==> config.mk <==
export PLATFORM = sky130hd
export DESIGN_NAME = multiply_with_carry_random_generator_top
export DESIGN_NICKNAME = d
export VERILOG_FILES = /design/src/rtl/mwcrg_pkg.sv /design/src/rtl/multiply_with_carry_random_generator_top.sv
export SDC_FILE = /design/constraint.sdc
export NUM_CORES = 2
export LEC_CHECK = 0
export BUFFER_PORTS_ARGS = -buffer_cell sky130_fd_sc_hd__buf_2
export CAP_MARGIN = 0
export CORE_ASPECT_RATIO = 1.75
export CORE_MARGIN = 2
export CORE_UTILIZATION = 30
export DETAILED_ROUTE_END_ITERATION = 16
export PLACE_DENSITY_LB_ADDON = 0.05
export SYNTH_ARGS = -nofsm -noshare
export SYNTH_HDL_FRONTEND = slang
export SYNTH_SLANG_ARGS = --single-unit
export TNS_END_PERCENT = 30
==> constraint.sdc <==
create_clock -name clock -period 19.7 [get_ports clock]
set_clock_uncertainty 0.2 [all_clocks]
set_input_delay 0 -clock clock [delete_from_list [all_inputs] [get_ports clock]]
set_output_delay 0 -clock clock [all_outputs]
set_load 0.005 [all_outputs]
==> src/rtl/mwcrg_pkg.sv <==
// Package for the multiply-with-carry random generator.
// Holds the recurrence constants, control word types and the microcode ROM.
// No dependencies.
package mwcrg_pkg;

   localparam int unsigned WordWidth    = 32;
   localparam int unsigned PcWidth      = 5;
   localparam int unsigned CsrAddrWidth = 3;

   localparam logic [WordWidth-1:0] MWC_A3      = 32'd2111111111;
   localparam logic [WordWidth-1:0] MWC_A2      = 32'd1492;
   localparam logic [WordWidth-1:0] MWC_A1      = 32'd1776;
   localparam logic [WordWidth-1:0] MWC_A0      = 32'd5115;
   localparam logic [WordWidth-1:0] SEED_MULT   = 32'd29943829;
   localparam logic [WordWidth-1:0] ERROR_VALUE = 32'h8000_0000;

   localparam logic [2:0] SEED_LAST   = 3'd4;   // fifth seed value goes to carry
   localparam logic [4:0] WARMUP_LAST = 5'd19;  // twenty warm-up draws

   // register index decode (paddr[2] selects the word)
   localparam logic CSR_SEED_IDX = 1'b0;

   // program addresses
   localparam logic [PcWidth-1:0] PC_RESET     = 5'd0;
   localparam logic [PcWidth-1:0] PC_SEED_MUL  = 5'd1;
   localparam logic [PcWidth-1:0] PC_WARM      = 5'd3;
   localparam logic [PcWidth-1:0] PC_IDLE      = 5'd8;
   localparam logic [PcWidth-1:0] PC_UNI       = 5'd9;
   localparam logic [PcWidth-1:0] PC_INT       = 5'd15;
   localparam logic [PcWidth-1:0] PC_ERR       = 5'd22;

   typedef enum logic [2:0] {
      MUL_NONE, MUL_X3, MUL_X2, MUL_X1, MUL_X0, MUL_SEED, MUL_MAP
   } mul_sel_type;

   typedef enum logic [1:0] {
      ACC_HOLD, ACC_CARRY, ACC_ADD
   } acc_op_type;

   typedef enum logic [2:0] {
      ACT_NONE, ACT_SEED_LOAD, ACT_SEED_STORE, ACT_COMMIT,
      ACT_RES_UNI, ACT_RES_INT, ACT_RES_ERR
   } act_type;

   typedef enum logic [2:0] {
      JMP_NEXT, JMP_GOTO, JMP_SEED_LOOP, JMP_WARM_LOOP, JMP_DISPATCH
   } jmp_type;

   typedef struct packed {
      mul_sel_type        mul_sel;
      acc_op_type         acc_op;
      act_type            act;
      jmp_type            jmp;
      logic [PcWidth-1:0] target;
   } ucode_type;

   // One draw: four products through the shared multiplier, the adder one
   // step behind, commit on the fifth step.
   function automatic ucode_type ucode_rom(input logic [PcWidth-1:0] addr);
      ucode_type uc;
      case (addr)
         5'd0:  uc = '{MUL_NONE, ACC_HOLD,  ACT_SEED_LOAD,  JMP_NEXT,      PC_RESET};
         5'd1:  uc = '{MUL_SEED, ACC_HOLD,  ACT_NONE,       JMP_NEXT,      PC_RESET};
         5'd2:  uc = '{MUL_NONE, ACC_HOLD,  ACT_SEED_STORE, JMP_SEED_LOOP, PC_SEED_MUL};
         // warm-up draw loop
         5'd3:  uc = '{MUL_X3,   ACC_CARRY, ACT_NONE,       JMP_NEXT,      PC_RESET};
         5'd4:  uc = '{MUL_X2,   ACC_ADD,   ACT_NONE,       JMP_NEXT,      PC_RESET};
         5'd5:  uc = '{MUL_X1,   ACC_ADD,   ACT_NONE,       JMP_NEXT,      PC_RESET};
         5'd6:  uc = '{MUL_X0,   ACC_ADD,   ACT_NONE,       JMP_NEXT,      PC_RESET};
         5'd7:  uc = '{MUL_NONE, ACC_HOLD,  ACT_COMMIT,     JMP_WARM_LOOP, PC_WARM};
         // wait for a request
         5'd8:  uc = '{MUL_NONE, ACC_HOLD,  ACT_NONE,       JMP_DISPATCH,  PC_IDLE};
         // uniform draw
         5'd9:  uc = '{MUL_X3,   ACC_CARRY, ACT_NONE,       JMP_NEXT,      PC_RESET};
         5'd10: uc = '{MUL_X2,   ACC_ADD,   ACT_NONE,       JMP_NEXT,      PC_RESET};
         5'd11: uc = '{MUL_X1,   ACC_ADD,   ACT_NONE,       JMP_NEXT,      PC_RESET};
         5'd12: uc = '{MUL_X0,   ACC_ADD,   ACT_NONE,       JMP_NEXT,      PC_RESET};
         5'd13: uc = '{MUL_NONE, ACC_HOLD,  ACT_COMMIT,     JMP_NEXT,      PC_RESET};
         5'd14: uc = '{MUL_NONE, ACC_HOLD,  ACT_RES_UNI,    JMP_GOTO,      PC_IDLE};
         // integer draw
         5'd15: uc = '{MUL_X3,   ACC_CARRY, ACT_NONE,       JMP_NEXT,      PC_RESET};
         5'd16: uc = '{MUL_X2,   ACC_ADD,   ACT_NONE,       JMP_NEXT,      PC_RESET};
         5'd17: uc = '{MUL_X1,   ACC_ADD,   ACT_NONE,       JMP_NEXT,      PC_RESET};
         5'd18: uc = '{MUL_X0,   ACC_ADD,   ACT_NONE,       JMP_NEXT,      PC_RESET};
         5'd19: uc = '{MUL_NONE, ACC_HOLD,  ACT_COMMIT,     JMP_NEXT,      PC_RESET};
         5'd20: uc = '{MUL_MAP,  ACC_HOLD,  ACT_NONE,       JMP_NEXT,      PC_RESET};
         5'd21: uc = '{MUL_NONE, ACC_HOLD,  ACT_RES_INT,    JMP_GOTO,      PC_IDLE};
         // bad range: no draw
         5'd22: uc = '{MUL_NONE, ACC_HOLD,  ACT_RES_ERR,    JMP_GOTO,      PC_IDLE};
         default: uc = '{MUL_NONE, ACC_HOLD, ACT_NONE,      JMP_GOTO,      PC_RESET};
      endcase
      return uc;
   endfunction

endpackage

==> src/rtl/multiply_with_carry_random_generator_top.sv <==
// One request at a time: a uniform draw, an integer draw (a draw plus a range map),
// or, for a bad range, an error word with no draw; req_tready is low until it is
// done. The single shared 32x32 multiplier takes four products per draw.
// Reset is synchronous; reset or a seed write runs seeding plus 20 warm-up draws,
// with req_tready low. A finished word waits in the output register.
// Depends on mwcrg_pkg (constants, control word types, microcode ROM).
module multiply_with_carry_random_generator_top
   import mwcrg_pkg::*;
(
   input  logic                    clock,
   input  logic                    reset,
   // request channel
   input  logic                    req_tvalid,
   output logic                    req_tready,
   input  logic [63:0]             req_tdata,   // [31:0] range_low, [63:32] range_high
   input  logic                    req_tuser,   // [0] kind
   // result channel
   output logic                    rsp_tvalid,
   input  logic                    rsp_tready,
   output logic [63:0]             rsp_tdata,   // [31:0] uniform_word, [63:32] integer_value
   output logic                    rsp_tuser,   // [0] range_error
   // configuration port
   input  logic                    csr_psel,
   input  logic                    csr_penable,
   input  logic                    csr_pwrite,
   input  logic [CsrAddrWidth-1:0] csr_paddr,
   input  logic [31:0]             csr_pwdata,
   output logic [31:0]             csr_prdata,
   output logic                    csr_pready
);

   ucode_type cw;

   logic [PcWidth-1:0]   pc_ff, pc_in;
   logic [WordWidth-1:0] seed_ff, seed_in;
   logic [2:0]           seed_idx_ff, seed_idx_in;
   logic [4:0]           warm_ff, warm_in;
   logic                 rsp_valid_ff, rsp_valid_in;

   logic [WordWidth-1:0] hist_ff [4];
   logic [WordWidth-1:0] hist_in [4];
   logic [WordWidth-1:0] carry_ff, carry_in;
   logic [WordWidth-1:0] s_ff, s_in;
   logic [63:0]          acc_ff, acc_in;
   logic [63:0]          prod_ff, prod_in;
   logic [WordWidth-1:0] low_ff, low_in;
   logic [WordWidth-1:0] interval_ff, interval_in;
   logic [WordWidth-1:0] rsp_word_ff, rsp_word_in;
   logic [WordWidth-1:0] rsp_int_ff, rsp_int_in;
   logic                 rsp_err_ff, rsp_err_in;

   logic                 cfg_wr;
   logic                 req_accept;
   logic                 res_step;
   logic                 stall;
   logic [WordWidth-1:0] mul_a, mul_b;
   logic [63:0]          sum;
   logic [WordWidth-1:0] s_store;
   logic [WordWidth-1:0] req_low, req_high, req_interval;
   logic                 req_bad;

   assign cw = ucode_rom(pc_ff);

   assign cfg_wr = csr_psel && csr_penable && csr_pwrite && (csr_paddr[2] == CSR_SEED_IDX);
   assign csr_pready = 1'b1;
   assign csr_prdata = (csr_paddr[2] == CSR_SEED_IDX) ? seed_ff : '0;

   assign req_tready = (pc_ff == PC_IDLE) && !cfg_wr;
   assign req_accept = req_tvalid && req_tready;

   assign req_low      = req_tdata[31:0];
   assign req_high     = req_tdata[63:32];
   assign req_interval = req_high - req_low + 32'd1;
   assign req_bad      = (req_interval == '0) || req_interval[31];

   assign res_step = (cw.act == ACT_RES_UNI) || (cw.act == ACT_RES_INT)
                  || (cw.act == ACT_RES_ERR);
   // hold the whole datapath when a result step finds the output word still waiting
   assign stall = res_step && rsp_valid_ff && !rsp_tready;

   assign sum     = acc_ff + prod_ff;
   assign s_store = prod_ff[31:0] - 32'd1;

   always_comb begin
      unique case (cw.mul_sel)
         MUL_X3:   begin mul_a = MWC_A3;      mul_b = hist_ff[3]; end
         MUL_X2:   begin mul_a = MWC_A2;      mul_b = hist_ff[2]; end
         MUL_X1:   begin mul_a = MWC_A1;      mul_b = hist_ff[1]; end
         MUL_X0:   begin mul_a = MWC_A0;      mul_b = hist_ff[0]; end
         MUL_SEED: begin mul_a = SEED_MULT;   mul_b = s_ff;       end
         MUL_MAP:  begin mul_a = interval_ff; mul_b = hist_ff[0]; end
         default:  begin mul_a = '0;          mul_b = '0;         end
      endcase
   end

   // sequencer
   always_comb begin
      pc_in = pc_ff;
      if (!stall) begin
         unique case (cw.jmp)
            JMP_NEXT:      pc_in = pc_ff + 5'd1;
            JMP_GOTO:      pc_in = cw.target;
            JMP_SEED_LOOP: pc_in = (seed_idx_ff != SEED_LAST) ? cw.target : pc_ff + 5'd1;
            JMP_WARM_LOOP: pc_in = (warm_ff != WARMUP_LAST) ? cw.target : pc_ff + 5'd1;
            JMP_DISPATCH: begin
               if (req_accept) begin
                  if (!req_tuser)   pc_in = PC_UNI;
                  else if (req_bad) pc_in = PC_ERR;
                  else              pc_in = PC_INT;
               end
            end
            default:       pc_in = PC_RESET;
         endcase
      end
      if (cfg_wr) begin
         pc_in = PC_RESET;
      end
   end

   // datapath
   always_comb begin
      seed_in      = cfg_wr ? csr_pwdata : seed_ff;
      seed_idx_in  = seed_idx_ff;
      warm_in      = warm_ff;
      rsp_valid_in = rsp_valid_ff && !rsp_tready;
      hist_in      = hist_ff;
      carry_in     = carry_ff;
      s_in         = s_ff;
      acc_in       = acc_ff;
      prod_in      = prod_ff;
      low_in       = low_ff;
      interval_in  = interval_ff;
      rsp_word_in  = rsp_word_ff;
      rsp_int_in   = rsp_int_ff;
      rsp_err_in   = rsp_err_ff;

      if (req_accept) begin
         low_in      = req_low;
         interval_in = req_interval;
      end

      if (!stall) begin
         prod_in = mul_a * mul_b;

         case (cw.acc_op)
            ACC_CARRY: acc_in = {32'd0, carry_ff};
            ACC_ADD:   acc_in = sum;
            default:   acc_in = acc_ff;
         endcase

         case (cw.act)
            ACT_SEED_LOAD: begin
               s_in        = seed_ff;
               seed_idx_in = '0;
               warm_in     = '0;
            end
            ACT_SEED_STORE: begin
               s_in        = s_store;
               seed_idx_in = seed_idx_ff + 3'd1;
               if (seed_idx_ff == SEED_LAST) carry_in = s_store;
               else hist_in[seed_idx_ff[1:0]] = s_store;
            end
            ACT_COMMIT: begin
               hist_in[3] = hist_ff[2];
               hist_in[2] = hist_ff[1];
               hist_in[1] = hist_ff[0];
               hist_in[0] = sum[31:0];
               carry_in   = sum[63:32];
               if (cw.jmp == JMP_WARM_LOOP) warm_in = warm_ff + 5'd1;
            end
            ACT_RES_UNI: begin
               rsp_valid_in = 1'b1;
               rsp_word_in  = hist_ff[0];
               rsp_int_in   = '0;
               rsp_err_in   = 1'b0;
            end
            ACT_RES_INT: begin
               rsp_valid_in = 1'b1;
               rsp_word_in  = hist_ff[0];
               rsp_int_in   = low_ff + prod_ff[63:32];
               rsp_err_in   = 1'b0;
            end
            ACT_RES_ERR: begin
               rsp_valid_in = 1'b1;
               rsp_word_in  = '0;
               rsp_int_in   = ERROR_VALUE;
               rsp_err_in   = 1'b1;
            end
            default: ;
         endcase
      end
   end

   always_ff @(posedge clock) begin
      if (reset) begin
         pc_ff        <= PC_RESET;
         seed_ff      <= '0;
         seed_idx_ff  <= '0;
         warm_ff      <= '0;
         rsp_valid_ff <= 1'b0;
      end else begin
         pc_ff        <= pc_in;
         seed_ff      <= seed_in;
         seed_idx_ff  <= seed_idx_in;
         warm_ff      <= warm_in;
         rsp_valid_ff <= rsp_valid_in;
      end
   end

   always_ff @(posedge clock) begin
      hist_ff     <= hist_in;
      carry_ff    <= carry_in;
      s_ff        <= s_in;
      acc_ff      <= acc_in;
      prod_ff     <= prod_in;
      low_ff      <= low_in;
      interval_ff <= interval_in;
      rsp_word_ff <= rsp_word_in;
      rsp_int_ff  <= rsp_int_in;
      rsp_err_ff  <= rsp_err_in;
   end

   assign rsp_tvalid = rsp_valid_ff;
   assign rsp_tdata  = {rsp_int_ff, rsp_word_ff};
   assign rsp_tuser  = rsp_err_ff;

endmodule

* Word-level counts from Yosys, hierarchy flattened
Memories as Yosys holds them, arrays and structs flattened. A register that Yosys moved wholly into a read port is not among the register bits.
Index checks and enable logic that the tools add are counted.
Widths: inputs -> output; s select.
** Cells by class
- $mul :: 1
- Muxes and demuxes :: 28
- Bitwise logic cells :: 3
- Add/subtract/negate cells :: 8
- Equality and inequality tests :: 26
- Order comparisons :: 2
- Reductions and logical operators :: 34
** Operators by type and width (count)
- $pmux 128 s2 :: 1
- $pmux 32 s2 :: 3
- $pmux 32 s6 :: 1
- $pmux 32 s5 :: 1
- $bwmux 128 :: 1
- $mux 128 :: 1
- $pmux 64 s2 :: 1
- $mux 32 :: 3
- $pmux 32 s3 :: 1
- $add 64x64->64 :: 1
- $demux 32 s2 :: 1
- $mul 32x32->64 :: 1
- $mux 5 :: 8
- $add 32x1->32 const B :: 1
- $add 32x32->32 :: 1
- $logic_not 32->1 :: 1
- $sub 32x1->32 const B :: 1
- $sub 32x32->32 :: 1
- $pmux 5 s5 :: 1
- $eq 3x3->1 const B :: 8
- $eq 3x2->1 const B :: 6
- $add 5x1->5 const B :: 2
- $pmux 5 s2 :: 1
- $reduce_and 2->1 :: 5
- other kinds (24) :: 50
** Storage, ports and cells
- Word-level logic and storage cells :: 121
- Bits in read-only memories :: 448
- Memories :: 1
- Bits in registers :: 495
** Memories
- (name not given) :: depth 32, width 14, read ports 1, clocked after memory_dff 1, write ports 0, line mwcrg_pkg.sv:61 : case (addr)

* Longest topological paths before layout
- Depth in word-level cells :: 10
- Mapped depth :: 40

* Least setup slack after synthesis
OpenSTA, ideal clock, no wires.
- Kind :: register to register
- From :: register cw[14] (netlist name)
- To :: register prod_ff[63], data pin
- Library setup time :: 0.260 ns
- Buffers on the path :: 6
- Required time :: 19.240 ns
- Cell stages (with the launch flop) :: 34
- Setup slack :: 10.068 ns
- Arrival :: 9.173 ns
- Period minus slack after synthesis :: 9.632 ns
- Path through :: dfxtp_1 clkbuf_1 clkbuf_1 buf_1 clkbuf_1 o22ai_1 a221oi_1 clkbuf_1 nor2_1 fa_1 fa_1 fa_1 fa_1 fa_1 fa_1 fa_1 inv_1 fa_1 inv_1 ha_1 clkbuf_1 o21a_1 o21ai_0 nand2b_1 a21oi_1 nor4b_1 a41oi_1 a21oi_1 a2111oi_0 nor2_1 a31oi_1 o21ai_0 a21oi_1 xnor2_1
** Between the ends
- Word-level cells in the longest chain between the ends :: 4
- Elaborated cells on any way between the ends :: 10
** RTL lines
- $eq 3x3->1 :: line multiply_with_carry_random_generator_top.sv:85 : unique case (cw.mul_sel)
- $reduce_or 2->1 (no source line)
- $pmux 32 s5 :: line multiply_with_carry_random_generator_top.sv:85
- $mul 32x32->64 * :: line multiply_with_carry_random_generator_top.sv:143 : prod_in = mul_a * mul_b;
- to (signal assigned) :: line multiply_with_carry_random_generator_top.sv:215 : prod_ff <= prod_in;
- to (decl) :: line multiply_with_carry_random_generator_top.sv:45 : logic [63:0] prod_ff, prod_in;
Every way passes the cells marked *; elsewhere a longest branch is shown, timed or not.
A chain may end at the register's enable or synchronous reset.

* Final worst setup path
- From :: register cw[14] (netlist name)
- To :: register prod_ff[63], data pin
** Between the ends
- Word-level cells in the longest chain between the ends :: 4
- Elaborated cells on any way between the ends :: 10
** RTL lines (line)
- $eq 3x3->1 :: multiply_with_carry_random_generator_top.sv:85
- $reduce_or 2->1 (no source line)
- $pmux 32 s5 :: multiply_with_carry_random_generator_top.sv:85
- $mul 32x32->64 * :: multiply_with_carry_random_generator_top.sv:143
Marked as above.

==> results_dict.tcl <==
set metrics [dict create \
    routedWlPerCell_um 27.6 \
    synth_top_area_share_pct 29.8 \
    critPathLaunchType "flip-flop" \
    synth_top_family_by_area "adder cells" \
    placed_cell_area_mm2 0.0650 \
    area_growth_pct 14.2 \
    vias 47400 \
    synth-simple-area-share_pct 14.3 \
    die_w_um 343 \
    fp.dieH_um 598 \
    dp.cells 9049 \
    cts-root-buf "clkbuf_16" \
    cap_violations 0 \
    max_freq_ghz 0.0793 \
    ios 207 \
    r2r_slack_ns 7.09 \
    yosysUniqueCellTypes 101 \
    core-area_mm2 0.200 \
    yosysSeqAreaShare_pct 24.3 \
    fin_crit_sh_pct 64.0 \
    htree_levels 2 \
    critPathKind "reg2reg" \
    synth_top_area_cell "fa_1" \
    worst_pin_slew_ns 1.25 \
    antenna_found_initial 8 \
    syn-num-nets 7836 \
    async_flop_share_pct 0 \
    num-fill-cells 21000 \
    final_nets 8132 \
    die_area_mm2 0.205 \
    start_util_pct 30.2 \
    grtUsageTotal_pct 25.4 \
    arrival_ns 12.78 \
    cts_buffer_depth 3 \
    clock_latency_ns 0.68 \
    cts_sinks 508 \
    finalHoldViolations 0 \
    portBuffers 203 \
    dr.pass1.iters 5 \
    critPathCaptureType "flip-flop" \
    critPathRequiredTime_ns 19.86 \
    avgSynthCellArea_um2 9.44 \
    relSlewSlack_pct 16.4 \
    numCtsBuffers 49 \
    tns_ns 0 \
    syn-cell-area_mm2 0.0604 \
    cts_resized 0 \
    crit_top_cell "fa_1" \
    hold_class "in2reg" \
    clk_pin_slew_worst_paths_ns 0.08 \
    drt_iter0_markers 2521 \
    ys.flop_type "edfxtp_1" \
    rows 217 \
    synth_mux_area_share_pct 1.05 \
    synth_compound_area_share_pct 10.5 \
    min_period_ns 12.61 \
    finalNonFillerCells 9368 \
    ys_ff_latch 508 \
    critical_path.max_stage_delay_ns 0.91 \
    overflow 0 \
    setup_violations 0 \
    ant_nets 0 \
    routabilityCongestion 0.937 \
    vias_per_cell 5.06 \
    synthAdderAreaFrac_pct 38.7 \
    synth_edf_count 449 \
    drc 0 \
    final_cell_area_mm2 0.0690 \
    wirelength_mm 258 \
    path_max_fanout 20 \
    fin_hold_ws_ns 0.0151 \
    grt_setup_unrepaired "no" \
    synth_xor_area_share_pct 3.00 \
    grt_max_degree 72 \
    crit_slowest_cell "nor2_1" \
    cts_tree "done" \
    drive_above_1_share_pct 8.76 \
    postCtsSetupBuffers 0 \
    postCtsHoldBufs 223 \
    first_global_vias 51800 \
    yosysWarnings 0 \
    ys_top_cells_by_area "fa_1 (30%), edfxtp_1 (22%), ha_1 (8.9%)" \
    netlist_instances 6399 \
    hpwl_mm 198 \
    outcome "finished, final reports clean" \
    slew_viol_final 0 \
    grt_pass1_wl_mm 370 \
]
==> state kept, by name, summed over array words and instances, names as in the netlist <==
register,cells
seed_ff,32
rsp_int_ff,32
rsp_tuser,1
pc_ff,5
low_ff,32
rsp_tvalid,1
cw,13
s_ff,32
seed_idx_ff,3
carry_ff,32
hist_ff,128
acc_ff,64
interval_ff,32
rsp_word_ff,32
warm_ff,5
prod_ff,64
==> final timing paths <==
kind                 start         endpoint  cells past startpoint
max                 cw[14]      prod_ff[63]                     32
min          req_tdata[49]  interval_ff[18]                      4
max reg2reg         cw[14]      prod_ff[63]                     32
min reg2reg     warm_ff[1]       warm_ff[1]                      2
==> per-stage QoR <==
stage / utilization (%) / setup slack, ns
finish: 34.5 / 7.09
global route: 34.5 / 6.61
CTS: 34.5 / 6.94
detailed placement: 32.5 / 7.08
global placement: 32.5 / 7.05
floorplan: - / 10.07
==> layout make-up <==
cell class | instances | area (um2) | area share [%]
Antenna cell | 4 | 10.0 | 0.0145
Clock buffer | 58 | 1320 | 1.92
Clock inverter | 34 | 463 | 0.671
Inverter | 983 | 3690 | 5.35
Multi-Input combinational cell | 4590 | 41300 | 59.8
Sequential cell | 508 | 14700 | 21.3
Tap cell | 2628 | 3290 | 4.77
Timing Repair Buffer | 563 | 4280 | 6.20
==> cell usage after synthesis, types with 13 or more instances <==
master    number
xor2_1        84
nor2b_1       62
and2_1        65
a221o_1       37
ha_1         431
o21ai_0      238
o22ai_1       33
mux2_2        42
a211oi_1      15
a21oi_1      246
nor2_1       818
inv_1        981
a221oi_1      25
edfxtp_1     449
dfxtp_1       59
a22oi_1       19
nor3_1        36
clkbuf_1     294
xnor2_1      121
nand4_1       33
nand3_1       62
mux2i_1       16
buf_1         15
o21a_1        28
fa_1         899
a31oi_1       22
nand2b_1      39
nand2_1      797
nor4_1        14
a21o_1       127
o21bai_1      35
a211o_1       13
and3_1        31
==> per-layer routing <==
metal / share of wire [%] / GRT usage, % / vias up
met3: 3.3 / 2.22 / 434
met5: 0.026 / 0 / -
met4: 6.5 / 13.6 / 12
met2: 54 / 48.3 / 1209
li1: - / - / 21200
met1: 36 / 27.5 / 24500
==> layout by cell type, fill, tap and decap left out, drive strengths merged, types with 128 or more instances in the layout <==
cell type / netlist / routed
a21o: 128 / 128
a21oi: 250 / 250
buf: 24 / 340
dlygate4sd3: 0 / 223
edfxtp: 449 / 449
fa: 899 / 899
ha: 431 / 431
inv: 982 / 986
nand2: 797 / 797
nor2: 818 / 818
o21ai: 251 / 251
==> kinds of logic after synthesis <==
| family | after synthesis |
|---|---|
| and+or+nand+nor | 2027 |
| adders and majority gates | 1330 |
| buffers and inverters | 1301 |
| AOI/OAI and AO/OA | 968 |
| DFF | 508 |
| xor gates and xnor gates | 206 |
| muxes | 58 |
| other | 1 |
==> critical path: cells and delay by family (launching register included) <==
kind	cells	cell delay, ns
flip-flops	1	0.32
XOR/XNOR	1	0.12
adder cells (fa/ha/maj)	9	4.50
buffers and inverters	6	1.72
AND/OR/NAND/NOR	6	1.82
AO/OA/AOI/OAI	10	3.54
Power is left out: the tool's default activity adds up to more than one toggle a clock period on the data nets, which glitch-free logic cannot reach.
